--- src/hdl/bvx_pkg.sv ---
// Shared constants, action codes and controller/datapath interface structs
// for the box voxelizer. No dependencies.
`timescale 1ns / 1ps

package bvx_pkg;

  // edge coordinate format
  localparam int EDGE_W             = 14;
  localparam int EDGE_FRACTION_BITS = 12;
  localparam int SCALE_SHIFT        = EDGE_FRACTION_BITS - 4;
  localparam int CENTRE_OFFSET      = 15 * (2 ** (SCALE_SHIFT - 1));

  // width of the biased edge sums, wide enough for any edge plus offset
  localparam int SUM_W = ((EDGE_W > SCALE_SHIFT + 4) ? EDGE_W : SCALE_SHIFT + 4) + 2;

  // bitmap geometry
  localparam int CELLS      = 16;
  localparam int CELL_IDX_W = 4;
  localparam int ROWS       = CELLS * CELLS;
  localparam int ROW_IDX_W  = 2 * CELL_IDX_W;

  // cell counters
  localparam int CNT_W = 13;

  typedef enum logic [1:0] {
    ACT_CLEAR   = 2'd0,
    ACT_ADD     = 2'd1,
    ACT_READ    = 2'd2,
    ACT_CNT_RST = 2'd3
  } action_e;

  // controller to datapath
  typedef struct packed {
    logic capture;     // latch the accepted item
    logic span_latch;  // latch cell ranges, start row walk
    logic issue;       // read the current box row and advance
    logic issue_cell;  // read the row of the addressed cell
    logic finish;      // update total and load the result register
  } cmd_t;

  // datapath to controller
  typedef struct packed {
    action_e act;
    logic    empty;     // box covers no cell centre
    logic    last_row;  // current row is the final row of the box
    logic    out_free;  // result register can take a new result
  } sts_t;

endpackage

--- src/hdl/bvx_ctrl.sv ---
// Sequencing state machine of the box voxelizer.
// Depends on bvx_pkg for the command and status structs.
`timescale 1ns / 1ps

module bvx_ctrl import bvx_pkg::*; (
  input  logic clk_i,
  input  logic rst_ni,
  input  logic in_valid_i,
  output logic in_ready_o,
  input  sts_t sts_i,
  output cmd_t cmd_o
);

  typedef enum logic [2:0] {
    S_IDLE,
    S_SPAN,
    S_SWEEP,
    S_DRAIN,
    S_READ,
    S_FINISH
  } state_e;

  state_e state_q, state_d;

  // next state
  always_comb begin
    state_d = state_q;
    unique case (state_q)
      S_IDLE: begin
        if (in_valid_i) state_d = S_SPAN;
      end
      S_SPAN: begin
        if (sts_i.act == ACT_ADD && !sts_i.empty) begin
          state_d = S_SWEEP;
        end else if (sts_i.act == ACT_READ) begin
          state_d = S_READ;
        end else begin
          state_d = S_FINISH;
        end
      end
      S_SWEEP: begin
        if (sts_i.last_row) state_d = S_DRAIN;
      end
      S_DRAIN:  state_d = S_FINISH;
      S_READ:   state_d = S_FINISH;
      S_FINISH: begin
        if (sts_i.out_free) state_d = S_IDLE;
      end
      default:  state_d = S_IDLE;
    endcase
  end

  always_ff @(posedge clk_i or negedge rst_ni) begin
    if (!rst_ni) begin
      state_q <= S_IDLE;
    end else begin
      state_q <= state_d;
    end
  end

  // commands decoded from state
  assign in_ready_o = (state_q == S_IDLE);

  always_comb begin
    cmd_o            = '0;
    cmd_o.capture    = (state_q == S_IDLE) && in_valid_i;
    cmd_o.span_latch = (state_q == S_SPAN);
    cmd_o.issue      = (state_q == S_SWEEP);
    cmd_o.issue_cell = (state_q == S_READ);
    cmd_o.finish     = (state_q == S_FINISH) && sts_i.out_free;
  end

endmodule

--- config.mk ---
export PLATFORM = sky130hd
export DESIGN_NAME = bvx_ctrl
export DESIGN_NICKNAME = d
export VERILOG_FILES = /design/src/hdl/bvx_pkg.sv /design/src/hdl/bvx_ctrl.sv
export SDC_FILE = /design/constraint.sdc
export NUM_CORES = 1
export LEC_CHECK = 0
export ABC_AREA = 1
export CAP_MARGIN = 10
export CORE_AREA = 2 2 39 41
export DETAILED_ROUTE_END_ITERATION = 6
export DIE_AREA = 0 0 41 43
export DONT_BUFFER_PORTS = 1
export HOLD_SLACK_MARGIN = 0.05
export PLACE_DENSITY = 0.4
export SLEW_MARGIN = 20
export SYNTH_ARGS = -nofsm -noshare
export SYNTH_HDL_FRONTEND = slang
export SYNTH_SLANG_ARGS = --single-unit
--- constraint.sdc ---
create_clock -name clk_i -period 0.9 [get_ports clk_i]
set_input_delay 0.045 -clock clk_i [delete_from_list [all_inputs] [get_ports clk_i]]
set_output_delay 0.045 -clock clk_i [all_outputs]
set_load 0.05 [all_outputs]
==> Flow_metrics.wiki, run 1 <==
{| class="wikitable"
! Metric !! Value
|-
| Final total negative setup slack || -2.49 ns
|-
| Synthesized instance count || 37
|-
| Maximum buffer depth of the clock tree || 2
|-
| Wire length on met3 || 29 um
|-
| Met2 routed WL || 398 um
|-
| Number of nets in the synthesized netlist || 45
|-
| Diode count || 0
|-
| Routability Congestion || 0.707
|-
| Pwr per Cell Area || 3940 nW/um^2
|-
| Setup violation total in the final timing report || 9
|-
| Fin crit period || 1.28 ns
|-
| Total global routing track utilization || 9.98%
|-
| Synth warnings || 0
|-
| Number of iterations in the first detailed-routing pass || 2
|-
| Total Die Area || 1760 sq um
|-
| Top layer used by detailed routing || met4
|-
| Total count of max-transition violations in the final report || 0
|-
| Area of the core || 1380 sq um
|-
| Final design area excluding fillers || 522 sq um
|-
| Post-Route WL || 698 um
|-
| Average instance area after synthesis || 6.05 sq um
|-
| I/O pin count || 14
|-
| Congestion Overflow GR || 0
|-
| Number of sinks handled by clock tree synthesis || 3
|-
| Number of flip-flops under the largest register name || 3
|-
| Nets@finish || 66
|-
| Highest clock frequency the design can meet || 778 MHz
|-
| Post-route worst setup slack || -0.385 ns
|-
| Most common cell after layout, fill and taps aside || sky130_fd_sc_hd__buf_4
|-
| Iteration-0 DRC Markers || 1
|-
| Largest net degree at the start of global routing || 7
|-
| Number of antenna violations at the first check in global routing || 0
|-
| Worst-skew pair later-pin latency || 0.23 ns
|-
| Vias per inst || 4.03
|-
| Kind of end point of the critical path || output pin
|-
| Final standard cell count with taps included and fillers excluded || 73
|-
| Die width || 41 um
|-
| Status || finished with violations
|-
| Most flop-heavy register || state_q
|-
| Largest registers ranked by flip-flop count || state_q (3)
|-
| Final Hold Slack || 0.0604 ns
|-
| Cell with the biggest individual delay on the critical path || sky130_fd_sc_hd__dfrtp_2
|-
| Commonest cells after routing, fill and taps aside || sky130_fd_sc_hd__buf_4, sky130_fd_sc_hd__inv_1, sky130_fd_sc_hd__nand2_1, sky130_fd_sc_hd__buf_12
|-
| Required time of the worst setup path || 0.85 ns
|-
| Worst min-delay path category || in -> async
|-
| Period utilisation layout || 143%
|-
| Synthesis-stage register bit count || 3
|-
| Data arrival time of the critical path || 1.24 ns
|-
| Number of cells traversed by the worst register-to-register path || 7
|-
| Share of synthesized area occupied by flip-flops and latches || 33.5%
|-
| Hold violation total from the final report || 0
|-
| Critical path buffer and inverter count || 2
|-
| Number of remaining DRC errors || 0
|-
| Max-cap check violation count || 0
|-
| Root Driver || sky130_fd_sc_hd__clkbuf_4
|-
| Crit-path leading delay family || flip-flops
|-
| Cts bufs inserted || 3
|-
| Number of global-route vias before repair || 299
|-
| Number of cells after detailed placement || 61
|-
| Number of H-tree levels || 1
|-
| CTS tree || yes
|-
| Routed WL per cell || 9.56 um
|-
| Cell area after placement || 394 sq um
|-
| Stages on worst setup path || 3
|-
| Maximum cell stage delay along the critical path || 0.45 ns
|-
| Category of the most critical setup path || reg -> out
|-
| Tightest slew margin relative to the limit || 82.8%
|-
| Wire length of the first global-routing pass || 1.13 mm
|-
| Vias after detailed routing || 294
|-
| Slew of the pin with the lowest slew margin || 0.256 ns
|-
| P_leak || 0.000241 uW
|-
| Vert. Die Dim || 43 um
|-
| Clock-pin slew on the worst setup and hold paths || 0.04 ns
|-
| Buffers on Ports || 0
|-
| Critical Path, Cell by Cell || inv_4 -> nor4_4 -> buf_12
|-
| Mapped Area || 224 sq um
|-
| Failing checks || negative setup slack
|-
| HPWL reported at the end of detailed placement || 518 um
|-
| Unrepaired setup endpoints after global routing || yes
|-
| Fraction of final layout cells with drive strength greater than 1 || 57.9%
|-
| Number of distinct library cells after synthesis || 13
|-
| Worst-case setup slack after placement || -0.172 ns
|-
| Detailed-route wire length on metal 1 || 259 um
|-
| Synth-to-Final Area Change || 133%
|-
| Starting density of the core || 16.2%
|-
| Setup Skew || 0.00440 ns
|-
| IR Drop Worst-Case VDD || 1.91 mV
|-
| Number of cell rows || 14
|-
| Critical Path Fanout Max || 6
|-
| CP Launch Type || flip-flop
|-
| Antenna-violating nets left || 0
|}
layer usage:
layer	track usage, %	vias to the layer above
met5	0	-
met1	10.4	126
met4	11.3	0
li1	-	153
met3	1.57	2
met2	14.7	13
area by class of cell:
class | instances | area (sq um)
Multi-Input combinational cell | 22 | 164
Sequential cell | 3 | 76.3
Timing Repair Buffer | 16 | 178
Inverter | 12 | 57.6
Clock buffer | 4 | 26.3
Tap cell | 16 | 20.0
Fill cell | 144 | 862
Yosys cell counts:
library cell,number,area (sq um)
sky130_fd_sc_hd__nor3_1,1,5.00
sky130_fd_sc_hd__a21oi_1,1,5.00
sky130_fd_sc_hd__inv_2,2,7.51
sky130_fd_sc_hd__nand2_1,6,22.5
sky130_fd_sc_hd__nand4_1,2,12.5
sky130_fd_sc_hd__inv_1,10,37.5
sky130_fd_sc_hd__nand3_1,4,20.0
sky130_fd_sc_hd__nor2_1,4,15.0
sky130_fd_sc_hd__a31oi_1,1,6.26
sky130_fd_sc_hd__o21ai_0,1,5.00
sky130_fd_sc_hd__nor2_2,1,6.26
sky130_fd_sc_hd__nor4_1,1,6.26
sky130_fd_sc_hd__dfrtp_1,3,75.1
through the flow:
step	util, %	total power [uW]
after CTS	36.0	1970
after floorplan	-	992
final	37.7	2060
after global placement	28.5	1510
after global routing	37.7	2200
after detailed placement	28.5	1510
kinds of logic after synthesis:
group	Yosys count	share of synthesized area (%)
simple gates	19	39.1
compound gates	3	7.26
buf+inv	12	20.1
flops	3	33.5
power by group:
| part | total [uW] | internal, uW | switching [uW] |
|---|---|---|---|
| clock | 239 | 166 | 72.5 |
| sequential | 287 | 195 | 92.7 |
| combinational | 1530 | 700 | 831 |
| total | 2060 | 1060 | 996 |
final timing paths:
check	from	end	slack [ns]
setup / recovery	state_q[2]	cmd_o[0]	-0.38
hold / removal	rst_ni	state_q[1]	0.06
setup reg to reg	state_q[2]	state_q[2]	-0.25
hold reg to reg	state_q[1]	state_q[2]	0.63
max in group asynchronous	rst_ni	state_q[2]	0.68
min in group clk_i	sts_i[1]	state_q[0]	0.07
repair_timing:
item | in CTS | in global routing
resized for setup | 8 | 4
endpoints found under the hold margin | 5 | 0
buffers inserted | 4 | 2
pin swaps | 3 | 1
endpoints found under the setup margin | 9 | 9
hold buffers | 3 | 0
Power figures use the tool's default switching activity.
==> inputs of run 2 (changes only) <==
--- a/config.mk
+++ b/config.mk
@@ -14,4 +14,5 @@
 export HOLD_SLACK_MARGIN = 0.05
 export PLACE_DENSITY = 0.4
+export REMOVE_ABC_BUFFERS = 1
 export SLEW_MARGIN = 20
 export SYNTH_ARGS = -nofsm -noshare
==> constraint.sdc (replaced) <==
create_clock -name clk_i -period 0.9 [get_ports clk_i]
set_input_delay 0.135 -clock clk_i [delete_from_list [all_inputs] [get_ports clk_i]]
set_output_delay 0.135 -clock clk_i [all_outputs]
set_load 0.05 [all_outputs]
==> Flow_metrics.wiki, run 2 (synthesized netlist as in run 1, its figures left out) <==
{| class="wikitable"
! Metric !! Value
|-
| Setup violation total in the final timing report || 9 (unchanged)
|-
| Buffers on Ports || 0 (unchanged)
|-
| Largest net degree at the start of global routing || 6 (-1)
|-
| Vert. Die Dim || 43 um (unchanged)
|-
| Number of global-route vias before repair || 307 (+2.7%)
|-
| Category of the most critical setup path || reg -> out
|-
| Kind of end point of the critical path || output pin
|-
| Status || finished with violations
|-
| Tightest slew margin relative to the limit || 86.1% (+3.3 points)
|-
| Congestion Overflow GR || 0 (unchanged)
|-
| Area of the multi-input gates || 145 sq um (-11%)
|-
| Critical path buffer and inverter count || 2 (unchanged)
|-
| Worst reg2reg setup slack || -0.16 ns (+0.09 ns)
|-
| Maximum cell stage delay along the critical path || 0.42 ns (-0.03 ns)
|-
| Slew of the pin with the lowest slew margin || 0.207 ns (-0.0491 ns)
|-
| Data arrival time of the critical path || 1.17 ns (-0.07 ns)
|-
| Wire length of the first global-routing pass || 1.26 mm (+12%)
|-
| Root Driver || sky130_fd_sc_hd__clkbuf_4
|-
| Most flop-heavy register || state_q
|-
| Final Hold Slack || 0.0983 ns (+0.0379 ns)
|-
| Largest registers ranked by flip-flop count || state_q (3)
|-
| Iteration-0 DRC Markers || 6 (+5)
|-
| Unrepaired setup endpoints after global routing || yes
|-
| Starting density of the core || 16.2% (unchanged)
|-
| Final standard cell count with taps included and fillers excluded || 73 (unchanged)
|-
| Number of H-tree levels || 1 (unchanged)
|-
| Die width || 41 um (unchanged)
|-
| Capture instance of the worst register-to-register path || state_q[0]
|-
| IR Drop Worst-Case VDD || 1.80 mV (-5.6%)
|-
| Max-cap check violation count || 0 (unchanged)
|-
| Worst-case setup slack after placement || -0.234 ns (-0.0622 ns)
|-
| Crit-path leading delay family || flip-flops
|-
| Pwr per Cell Area || 3940 nW/um^2 (about the same)
|-
| Routability Congestion || 0.696 (-1.6%)
|-
| Final design area excluding fillers || 488 sq um (-6.5%)
|-
| I/O pin count || 14 (unchanged)
|-
| Worst-skew pair later-pin latency || 0.23 ns (about the same)
|-
| Total Die Area || 1760 sq um (unchanged)
|-
| Synth-to-Final Area Change || 118%
|-
| Critical Path Fanout Max || 5 (-1)
|-
| Last element of the critical path || cmd_o[0]
|-
| Clock-pin slew on the worst setup and hold paths || 0.04 ns (about the same)
|-
| Diode count || 0 (unchanged)
|-
| HPWL reported at the end of detailed placement || 525 um (+1.4%)
|-
| Total count of max-transition violations in the final report || 0 (unchanged)
|-
| Number of sinks handled by clock tree synthesis || 3 (unchanged)
|-
| Vias per inst || 4.10 (+1.7%)
|-
| Cell with the biggest individual delay on the critical path || sky130_fd_sc_hd__dfrtp_2
|-
| Number of antenna violations at the first check in global routing || 0 (unchanged)
|-
| Worst setup startpoint || state_q[2]
|-
| Number of flip-flops under the largest register name || 3 (unchanged)
|-
| Worst R2R Start || state_q[1]
|-
| Post-Route WL || 716 um (+2.6%)
|-
| Antenna-violating nets left || 0 (unchanged)
|-
| Number of inserted filler cells in the final layout || 152 (+5.6%)
|-
| Number of remaining DRC errors || 0 (unchanged)
|-
| Required time of the worst setup path || 0.76 ns (-0.09 ns)
|-
| CP Launch Type || flip-flop
|-
| Highest clock frequency the design can meet || 764 MHz (-1.9%)
|-
| Fraction of final layout cells with drive strength greater than 1 || 57.9% (unchanged)
|-
| Maximum buffer depth of the clock tree || 2 (unchanged)
|-
| P_leak || 0.000255 uW (+5.8%)
|-
| Failing checks || negative setup slack
|-
| Most common cell after layout, fill and taps aside || sky130_fd_sc_hd__buf_4
|-
| Cts bufs inserted || 3 (unchanged)
|-
| Critical Path, Cell by Cell || inv_2 -> nor4_2 -> buf_4
|-
| Number of cell rows || 14 (unchanged)
|-
| Worst min-delay path category || in -> reg
|-
| Stages on worst setup path || 3 (unchanged)
|-
| Source of the worst hold timing path || sts_i[4]
|-
| Cell area after placement || 378 sq um (-4.1%)
|-
| Fin crit period || 1.31 ns (+0.0245 ns)
|-
| Area of the core || 1380 sq um (unchanged)
|-
| Hold violation total from the final report || 0 (unchanged)
|-
| Number of cells after detailed placement || 65 (+6.6%)
|-
| Nets@finish || 66 (unchanged)
|-
| Post-layout total power || 1920 uW (-6.5%)
|-
| Post-route worst setup slack || -0.409 ns (-0.0245 ns)
|-
| Routed WL per cell || 9.81 um (+2.6%)
|-
| Number of cells traversed by the worst register-to-register path || 6 (-1)
|-
| Sequential cell area || 77.6 sq um (+1.6%)
|-
| Total global routing track utilization || 11.2% (+1.2 points)
|-
| Commonest cells after routing, fill and taps aside || sky130_fd_sc_hd__buf_4, sky130_fd_sc_hd__inv_1, sky130_fd_sc_hd__inv_2, sky130_fd_sc_hd__nand2_1
|-
| Setup Skew || 0.00530 ns (+0.000898 ns)
|-
| CTS tree || yes
|-
| Period utilisation layout || 145% (+2.7 points)
|-
| Vias after detailed routing || 299 (+1.7%)
|-
| Number of iterations in the first detailed-routing pass || 4 (+2)
|}
-- run 2: area by class of cell --
cell class              instances  share of cell area (%)
clock buffers                   4                    5.38
inverters                      12                    9.74
multi-input cells              22                    29.7
flip-flops and latches          3                    15.9
well taps                      16                    4.10
repair buffers                 16                    35.1
-- run 2: through the flow --
stage               setup TNS [ns]  util [%]
CTS                          -2.64      33.4
floorplan                    -3.30         -
global route                 -3.36      35.3
detailed placement           -1.26      27.3
global placement             -1.36      27.3
finish                       -2.66      35.3
-- run 2: worst register-to-register path: cells and delay by family, from the launching register on --
kind	cells	cell delay [ns]
buffers and inverters	2	0.23
DFF	1	0.43
AOI/OAI and AO/OA	1	0.04
and+or+nand+nor	3	0.24
-- run 2: how the worst min path moves through the flow --
stage                      end  cells past startpoint
floorplan           state_q[0]                      0
global placement    state_q[2]                      0
detailed placement  state_q[2]                      0
CTS                 state_q[0]                      3
global route        state_q[0]                      3
finish              state_q[0]                      3
-- run 2: layer usage --
layer / vias to the layer above / global-route usage, % / wire length (um)
met2: 17 / 12.5 / 314
met1: 127 / 16.1 / 330
met4: 0 / 2.00 / 0
met5: - / 0 / 0
li1: 155 / - / -
met3: 0 / 9.42 / 71
-- run 2: power by group --
group,internal [uW],leakage [uW],total (uW),switching (uW)
Combinational,640,0.000206,1420,776
Sequential,196,0.0000341,270,74.4
Clock,166,0.0000150,236,70.3
-- run 2: repair_timing --
item | in CTS | in global routing
hold endpoints to repair | 3 | 0
setup buffers | 3 | 1
hold buffers | 1 | 0
setup endpoints to repair | 9 | 9
gates resized for setup | 10 | 8
pin swaps | 5 | 0
